<file path="src/rtl/tbc_pkg.sv">
// Package with the shared types and constants of the TEA block cipher.
`timescale 1ns / 1ps

package tbc_pkg;

  localparam int unsigned WORD_W = 32;
  localparam logic [WORD_W-1:0] TEA_DELTA = 32'h9e37_79b9;
  localparam int unsigned SHIFT_LEFT = 4;
  localparam int unsigned SHIFT_RIGHT = 5;
  localparam int unsigned SEL_HIGH_LSB = 11;
  localparam int unsigned KEY_IDX_W = 2;

  typedef enum logic {
    OP_DECRYPT = 1'b0,
    OP_ENCRYPT = 1'b1
  } op_e;

  typedef enum logic [KEY_IDX_W-1:0] {
    KEY_WORD_0 = 2'd0,
    KEY_WORD_1 = 2'd1,
    KEY_WORD_2 = 2'd2,
    KEY_WORD_3 = 2'd3
  } key_idx_e;

  typedef logic [3:0][WORD_W-1:0] keys_t;

  typedef struct packed {
    op_e               opcode;
    logic [WORD_W-1:0] block_left;
    logic [WORD_W-1:0] block_right;
  } cmd_t;

  typedef struct packed {
    logic [WORD_W-1:0] out_left;
    logic [WORD_W-1:0] out_right;
  } result_t;

  // One block in flight: a is the half updated next, b the half it is mixed from.
  typedef struct packed {
    logic              valid;
    op_e               op;
    logic              phase;
    logic [WORD_W-1:0] a;
    logic [WORD_W-1:0] b;
    logic [WORD_W-1:0] sum;
  } token_t;

endpackage

</file>
<file path="src/rtl/tbc_cell.sv">
// One half-round cell of the cipher pipeline.
`timescale 1ns / 1ps

module tbc_cell (
  input  logic            clk_i,
  input  logic            rst_ni,
  input  tbc_pkg::keys_t  keys_i,
  input  tbc_pkg::token_t tok_i,
  output tbc_pkg::token_t tok_o
);

  logic                       encrypt;
  logic                       use_low;
  logic [tbc_pkg::KEY_IDX_W-1:0] key_idx;
  logic [tbc_pkg::WORD_W-1:0] x;
  logic [tbc_pkg::WORD_W-1:0] mix;
  logic [tbc_pkg::WORD_W-1:0] a_new;
  logic [tbc_pkg::WORD_W-1:0] sum_new;
  logic                       valid_q;
  tbc_pkg::token_t            tok_d;
  tbc_pkg::token_t            tok_q;

  always_comb begin
    encrypt = (tok_i.op == tbc_pkg::OP_ENCRYPT);
    // low key select on the left half: first half-round when encrypting, second when decrypting
    use_low = encrypt ^ tok_i.phase;
    key_idx = use_low ? tok_i.sum[tbc_pkg::KEY_IDX_W-1:0]
                      : tok_i.sum[tbc_pkg::SEL_HIGH_LSB +: tbc_pkg::KEY_IDX_W];
    x       = tok_i.b;
    mix     = ((x << tbc_pkg::SHIFT_LEFT) ^ (x >> tbc_pkg::SHIFT_RIGHT))
              + (x ^ tok_i.sum) + keys_i[key_idx];
    a_new   = encrypt ? (tok_i.a + mix) : (tok_i.a - mix);
    // step the sum after the first half-round only
    if (tok_i.phase) begin
      sum_new = tok_i.sum;
    end else if (encrypt) begin
      sum_new = tok_i.sum + tbc_pkg::TEA_DELTA;
    end else begin
      sum_new = tok_i.sum - tbc_pkg::TEA_DELTA;
    end
    tok_d       = tok_i;
    tok_d.phase = ~tok_i.phase;
    tok_d.a     = tok_i.b;
    tok_d.b     = a_new;
    tok_d.sum   = sum_new;
  end

  always_ff @(posedge clk_i or negedge rst_ni) begin
    if (!rst_ni) begin
      valid_q <= 1'b0;
    end else begin
      valid_q <= tok_i.valid;
    end
  end

  always_ff @(posedge clk_i) begin
    tok_q <= tok_d;
  end

  always_comb begin
    tok_o       = tok_q;
    tok_o.valid = valid_q;
  end

endmodule

</file>
<file path="config.mk">
export PLATFORM = sky130hd
export DESIGN_NAME = tbc_cell
export DESIGN_NICKNAME = d
export VERILOG_FILES = /design/src/rtl/tbc_pkg.sv /design/src/rtl/tbc_cell.sv
export SDC_FILE = /design/constraint.sdc
export NUM_CORES = 1
export LEC_CHECK = 0
export ABC_AREA = 1
export ABC_CLOCK_PERIOD_IN_PS = 800
export BUFFER_PORTS_ARGS = -buffer_cell sky130_fd_sc_hd__buf_2
export CAP_MARGIN = 20
export CORE_MARGIN = 4
export CORE_UTILIZATION = 45
export CTS_CLUSTER_DIAMETER = 200
export DETAILED_ROUTE_END_ITERATION = 10
export PLACE_DENSITY = 0.7
export SYNTH_ARGS = -nofsm -noshare
export SYNTH_HDL_FRONTEND = slang
export SYNTH_SLANG_ARGS = --single-unit
</file>
<file path="constraint.sdc">
create_clock -name clk_i -period 0.8 [get_ports clk_i]
set_clock_uncertainty 0.05 [all_clocks]
set_input_delay 0.12 -clock clk_i [delete_from_list [all_inputs] [get_ports clk_i]]
set_output_delay 0.12 -clock clk_i [all_outputs]
set_load 0.005 [all_outputs]
</file>
## Yosys cells after proc, flatten, opt, wreduce, memory -nomap -nowiden

Index checks and enable logic that the tools add are counted.

- Add/subtract/negate cells: 6
- Muxes and demuxes: 6
- Bitwise gates (word level): 4
- Magnitude comparators: 1

Operator list:

| cell | number |
|---|---|
| two-way mux 32 bit | 4 |
| adder 32 bit | 3 |
| binary-select mux 32 bit (select 2 bit) | 1 |
| adder 32 bit (second input constant) | 1 |
| subtractor 32 bit | 1 |
| subtractor 32 bit (second input constant) | 1 |
| bitwise XOR 32 x 27 -> 32 bit | 1 |
| bitwise XOR 32 bit | 1 |
| less-than comparator 2 x 3 -> 1 bit (second input constant) | 1 |
| two-way mux 2 bit | 1 |
| inverter 1 bit | 1 |
| bitwise XOR 1 bit | 1 |

- Logic and storage cells: 23
- Flip-flop bits (word level): 99
- Input bits: 229
- Output and inout bits: 99

## Depth between registers and ports, before layout

- Word-level depth: 7
- Depth in mapped cells: 43
- Gate-level depth less buffers: 41

## Worst setup path before layout

Ideal clock, no wire load.

- Path type: input to register
- Start point: in tok_i[97] (netlist bit)
- End point: reg tok_q, in the netlist tok_o[58]
- Required time: 0.678 ns
- Stages on the path: 33
- Arrival: 5.097 ns
- Library setup time: 0.072 ns
- Path slack: -4.419 ns
- Path buffers: 3
- Cells stage by stage: buf_2 -> inv_2 -> nand2_1 -> nand2_1 -> nand2_1 -> nand2_2 -> buf_4 -> clkbuf_1 -> o21ai_0 -> o22ai_1 -> fa_1 -> ha_1 -> fa_1 -> nor3_1 -> o21ai_0 -> nor2_1 -> nand2_1 -> nor2_4 -> nand2_2 -> nor2_4 -> nand3_2 -> o21ai_1 -> xor2_1 -> inv_1 -> ha_1 -> nand2_1 -> nor3_1 -> nand4_1 -> nand3_1 -> a21o_1 -> nand3_1 -> nand2_1 -> xor2_1

- Word-level cells in the longest chain between the ends: 7
- Elaborated cells on any way between the ends: 8
- Classes of those cells: 3 x add/sub; 4 x mux; 1 x bitwise

Ends and longest elaborated chain:

| what | RTL line | text |
|---|---|---|
| start: declaration | tbc_cell.sv:8 | `input tbc_pkg::token_t tok_i,` |
| bitwise XOR 1 bit | tbc_cell.sv:26 | `use_low = encrypt ^ tok_i.phase;` |
| two-way mux 2 bit | tbc_cell.sv:27 | `key_idx = use_low ? tok_i.sum[tbc_pkg::KEY_IDX_W-1:0]` |
| binary-select mux 32 bit (select 2 bit) | tbc_cell.sv:31 | `+ (x ^ tok_i.sum) + keys_i[key_idx];` |
| two-way mux 32 bit (not written as such) | tbc_cell.sv:31 |  |
| adder 32 bit | tbc_cell.sv:31 |  |
| subtractor 32 bit / adder 32 bit (equally long branches) | tbc_cell.sv:32 | `a_new = encrypt ? (tok_i.a + mix) : (tok_i.a - mix);` |
| two-way mux 32 bit (*) | tbc_cell.sv:32 |  |
| named net a_new, one bit | tbc_cell.sv:17 | `logic [tbc_pkg::WORD_W-1:0] a_new;` |
| end signal: assignment | tbc_cell.sv:57 | `tok_q <= tok_d;` |
| end: declaration | tbc_cell.sv:21 | `tbc_pkg::token_t tok_q;` |

The timed path passes the listed nets; every way through them passes the cells marked *. The select of a mux whose other input is x is not followed.

## Worst setup path after layout

- Start point: in tok_i[96] (netlist bit)
- End point: reg tok_q, in the netlist tok_o[57]

- Word-level cells in the longest chain between the ends: 7
- Elaborated cells on any way between the ends: 8
- Classes of those cells: 3 x add/sub; 4 x mux; 1 x bitwise

Ends and longest elaborated chain:

| what | RTL line |
|---|---|
| bitwise XOR 1 bit (*) | tbc_cell.sv:26 |
| two-way mux 2 bit (*) | tbc_cell.sv:27 |
| binary-select mux 32 bit (select 2 bit) (*) | tbc_cell.sv:31 |
| two-way mux 32 bit (not written as such) (*) | tbc_cell.sv:31 |
| adder 32 bit (*) | tbc_cell.sv:31 |
| subtractor 32 bit / adder 32 bit (equally long branches) | tbc_cell.sv:32 |
| two-way mux 32 bit (*) | tbc_cell.sv:32 |
| named net a_new, one bit | tbc_cell.sv:17 |

Marked as above.

==> qor.csv <==
stage,metric,value,unit
outcome,status,"finished, violations left",
outcome,violations,"hold timing, setup timing",
yosys,yosys-top-cells-area,"dfxtp_1 (17%), nand2_1 (16%), ha_1 (10%), inv_1 (7.4%), xor2_1 (6.9%)",
die,dieArea,0.02784,mm²
final_layout,drive_gt1_frac,0.5108,
yosys,synth.most_common_cell,nand2_1,
die,std_cell_rows,57,
global_routing,grt_first_pass_wirelength,81230,µm
sta,final.period_utilization,6.713,
sta,rsz0062_at_grt,true,
worst_setup_path,crit_buf_inv,8,
yosys,netlist_area,0.01136,mm²
sta,report.final.hold_viol_count,2,
pwr,p_switching,0.03905,W
global_routing,grt_max_degree,34,
final_layout,instances_no_fill,2976,
cts,ctsRootBufferMaster,clkbuf_16,
sta,fmax,0.1862,GHz
route,vias,16930,
route,drt-vias-per-instance,5.688,
sta,tightest_slew,0.5939,ns
die,io_pins,328,
worst_setup_path,cp.required,1.04,ns
yosys,synth-seq-cells,99,
place,gp_congestion,0.9640,
worst_setup_path,crit_family,simple AND/OR/NAND/NOR gates,
place,pre_cts_slack,-4.780,ns
pwr,power.leakage,10.64,nW
global_routing,grt_pass1_vias,16150,
pwr,p_clk_frac,0.058,
worst_setup_path,start_kind,input port,
hold_path,min_path_type,input port to register,
die,core_region_area,0.02460,mm²
yosys,synth_top_cell_by_area,dfxtp_1,
final_layout,fin_util,0.8473,
sta,timing.final.ws_setup,-4.571,ns
cts,cts_sinks,99,
hold_path,min_from,tok_i[64],
worst_setup_path,cp_max_fo,7,
hold_path,hold_depth,2,
place,place_inst,2848,
die,die_x,166.9,µm
die,start_util,0.4615,
final_layout,fin_nets,3005,
yosys,yosysWarnings,0,
sta,holdWs,-0.05732,ns
yosys,syn_inst,1798,
cts,clock_tree.buffer_depth,2,
cts,cts_max_level,3,
yosys,yosys.cell_types.count,48,
cts,numCtsBuffers,9,
place,io_buffers,327,
route,first_pass_iters,6,
global_routing,grt_overflow_total,0,
pwr,peakVddDrop,4.204,mV
run,maxCapViolCount,0,
hold_path,min_to,tok_o[32]$_DFF_P_,
route,wl,62520,µm
yosys,synth_seq_area_share,0.1750,
cts,ctsHoldBuffers,30,
yosys,synth_edf_count,0,
die,die_height,166.9,µm
sta,relSlewSlack,0.6041,
route,ant_nets,0,
yosys,async_flop_share,0.01010,
yosys,yosys_most_used_dff,dfxtp_1,
worst_setup_path,worst_setup_path_end_kind,register,
pwr,power_frac_seq,0.085,
route,drt-initial-drc-count,1668,
route,routedWlPerCell,21.01,µm
yosys,synth_top_area_frac,0.1728,
yosys,synthesis.nets,2156,
final_layout,syn2layout_area_growth,83.58,%
worst_setup_path,critical_path_class,input port to register,
worst_setup_path,worst_path_max_delay_cell,fa_1,
pwr,p_comb_frac,0.857,
pwr,intPower,0.04101,W
sta,setup_tns,-178.83,ns
place,dpl.hpwl,40610,µm
cts,clk_pin_slew,0.10,ns
worst_setup_path,critical-path-max-stage-delay,0.67,ns
sta,period_needed,5.371,ns
sta,slew_violations,0,
cts,cts_tree,done,
yosys,netlist_top_cells_count,"nand2_1 (494), inv_1 (225), nor2_1 (196)",
yosys,syn-mean-instance-area,6.316,µm²
sta,finalSetupViolations,162,
worst_setup_path,startpoint,tok_i[96],
pwr,switching_share,0.4878,
pwr,p_per_area,3840,mW/mm²
worst_setup_path,cp.arrival,5.61,ns
global_routing,antenna_found_initial,1,
global_routing,groute.usage.overall,0.3618,
route,drc,0,
## how the worst max path moves through the flow
stage | cells after the start | to | slack [ns]
floorplan | 33 | tok_o[58]$_DFF_P_ | -3.86
global placement | 34 | tok_o[62]$_DFF_P_ | -4.59
detailed placement | 39 | tok_o[63]$_DFF_P_ | -4.78
CTS | 43 | tok_o[63]$_DFF_P_ | -3.95
global route | 36 | tok_o[61]$_DFF_P_ | -4.71
finish | 35 | tok_o[57]$_DFF_P_ | -4.57
## what timing repair did
item                                   CTS  global route
setup endpoints to repair              162           162
pin swaps                               93           123
gates resized for setup                281           335
endpoints found under the hold margin   31             1
gates cloned                             6             3
buffers inserted                        39            38
## power by group through the flow
| stage | Clock (W) | Sequential (W) | Combinational (W) |
|---|---|---|---|
| 2_1_floorplan | 0 | 0.00692 | 0.0266 |
| 3_3_place_gp | 0 | 0.00670 | 0.0483 |
| 3_5_place_dp | 0 | 0.00671 | 0.0493 |
| 4_1_cts | 0.00443 | 0.00662 | 0.0576 |
| 5_1_grt | 0.00472 | 0.00689 | 0.0723 |
| 6_report | 0.00463 | 0.00679 | 0.0687 |
## per-layer routing
layer,track usage,part of all wire
met1,0.4049,0.35
met4,0.1754,0.084
met3,0.06044,0.086
met5,0,0
met2,0.6627,0.48
## cell usage in the layout (no fill, tap or decap), types with 13 or more instances in the layout
| master | instances |
|---|---|
| o21bai_1 | 13 |
| nand2_2 | 95 |
| o21ai_1 | 28 |
| nor2_4 | 27 |
| ha_1 | 44 |
| fa_1 | 28 |
| buf_4 | 457 |
| xor2_1 | 85 |
| o22ai_1 | 16 |
| inv_1 | 199 |
| dlygate4sd3_1 | 30 |
| ha_4 | 48 |
| nand3_1 | 69 |
| buf_12 | 16 |
| nand3_2 | 23 |
| nor2_1 | 146 |
| a21oi_1 | 38 |
| o21ai_0 | 67 |
| buf_2 | 295 |
| nand4_1 | 25 |
| dfxtp_1 | 58 |
| nand2_1 | 380 |
| inv_2 | 30 |
| nand2_4 | 33 |
| xnor2_1 | 17 |
| nor2_2 | 35 |
| a21oi_2 | 34 |
| dfxtp_2 | 40 |
| buf_6 | 64 |
| o21ai_2 | 20 |
## cell families (layout without fill, tap and decap cells)
kind of cell,after synthesis,count (layout),share of synthesized area
and+or+nand+nor,890,890,0.3326
DFF,99,99,0.1750
buffers and inverters,270,1123,0.09046
adders and majority gates,129,129,0.1646
AOI/OAI and AO/OA,297,297,0.1489
xor gates and xnor gates,113,113,0.08847
other,0,1,0
## cell type report
type | instances | area, µm²
fillers | 1426 | 3757
flip-flops and latches | 99 | 2037
inverters | 237 | 934.6
repair buffers | 871 | 6489
clock inverters | 5 | 38.79
clock buffers | 10 | 229.0
diodes | 1 | 2.502
well taps | 324 | 405.4
multi-input cells | 1429 | 10710
## through the flow
| step | area [µm²] | total power (W) | hold slack, ns |
|---|---|---|---|
| finish | 20850 | 0.08006 | -0.05732 |
| floorplan | 11780 | 0.03351 | -0.2256 |
| CTS | 19220 | 0.06864 | -0.08524 |
| detailed placement | 16950 | 0.05600 | -0.1545 |
| global route | 20850 | 0.08387 | -0.04909 |
| global placement | 16950 | 0.05498 | -0.1550 |
## flip-flops by register name, summed over array words and instances, names as in the netlist
register and count:
valid_q 1, tok_o 98
(Power assumes the default switching activity.)
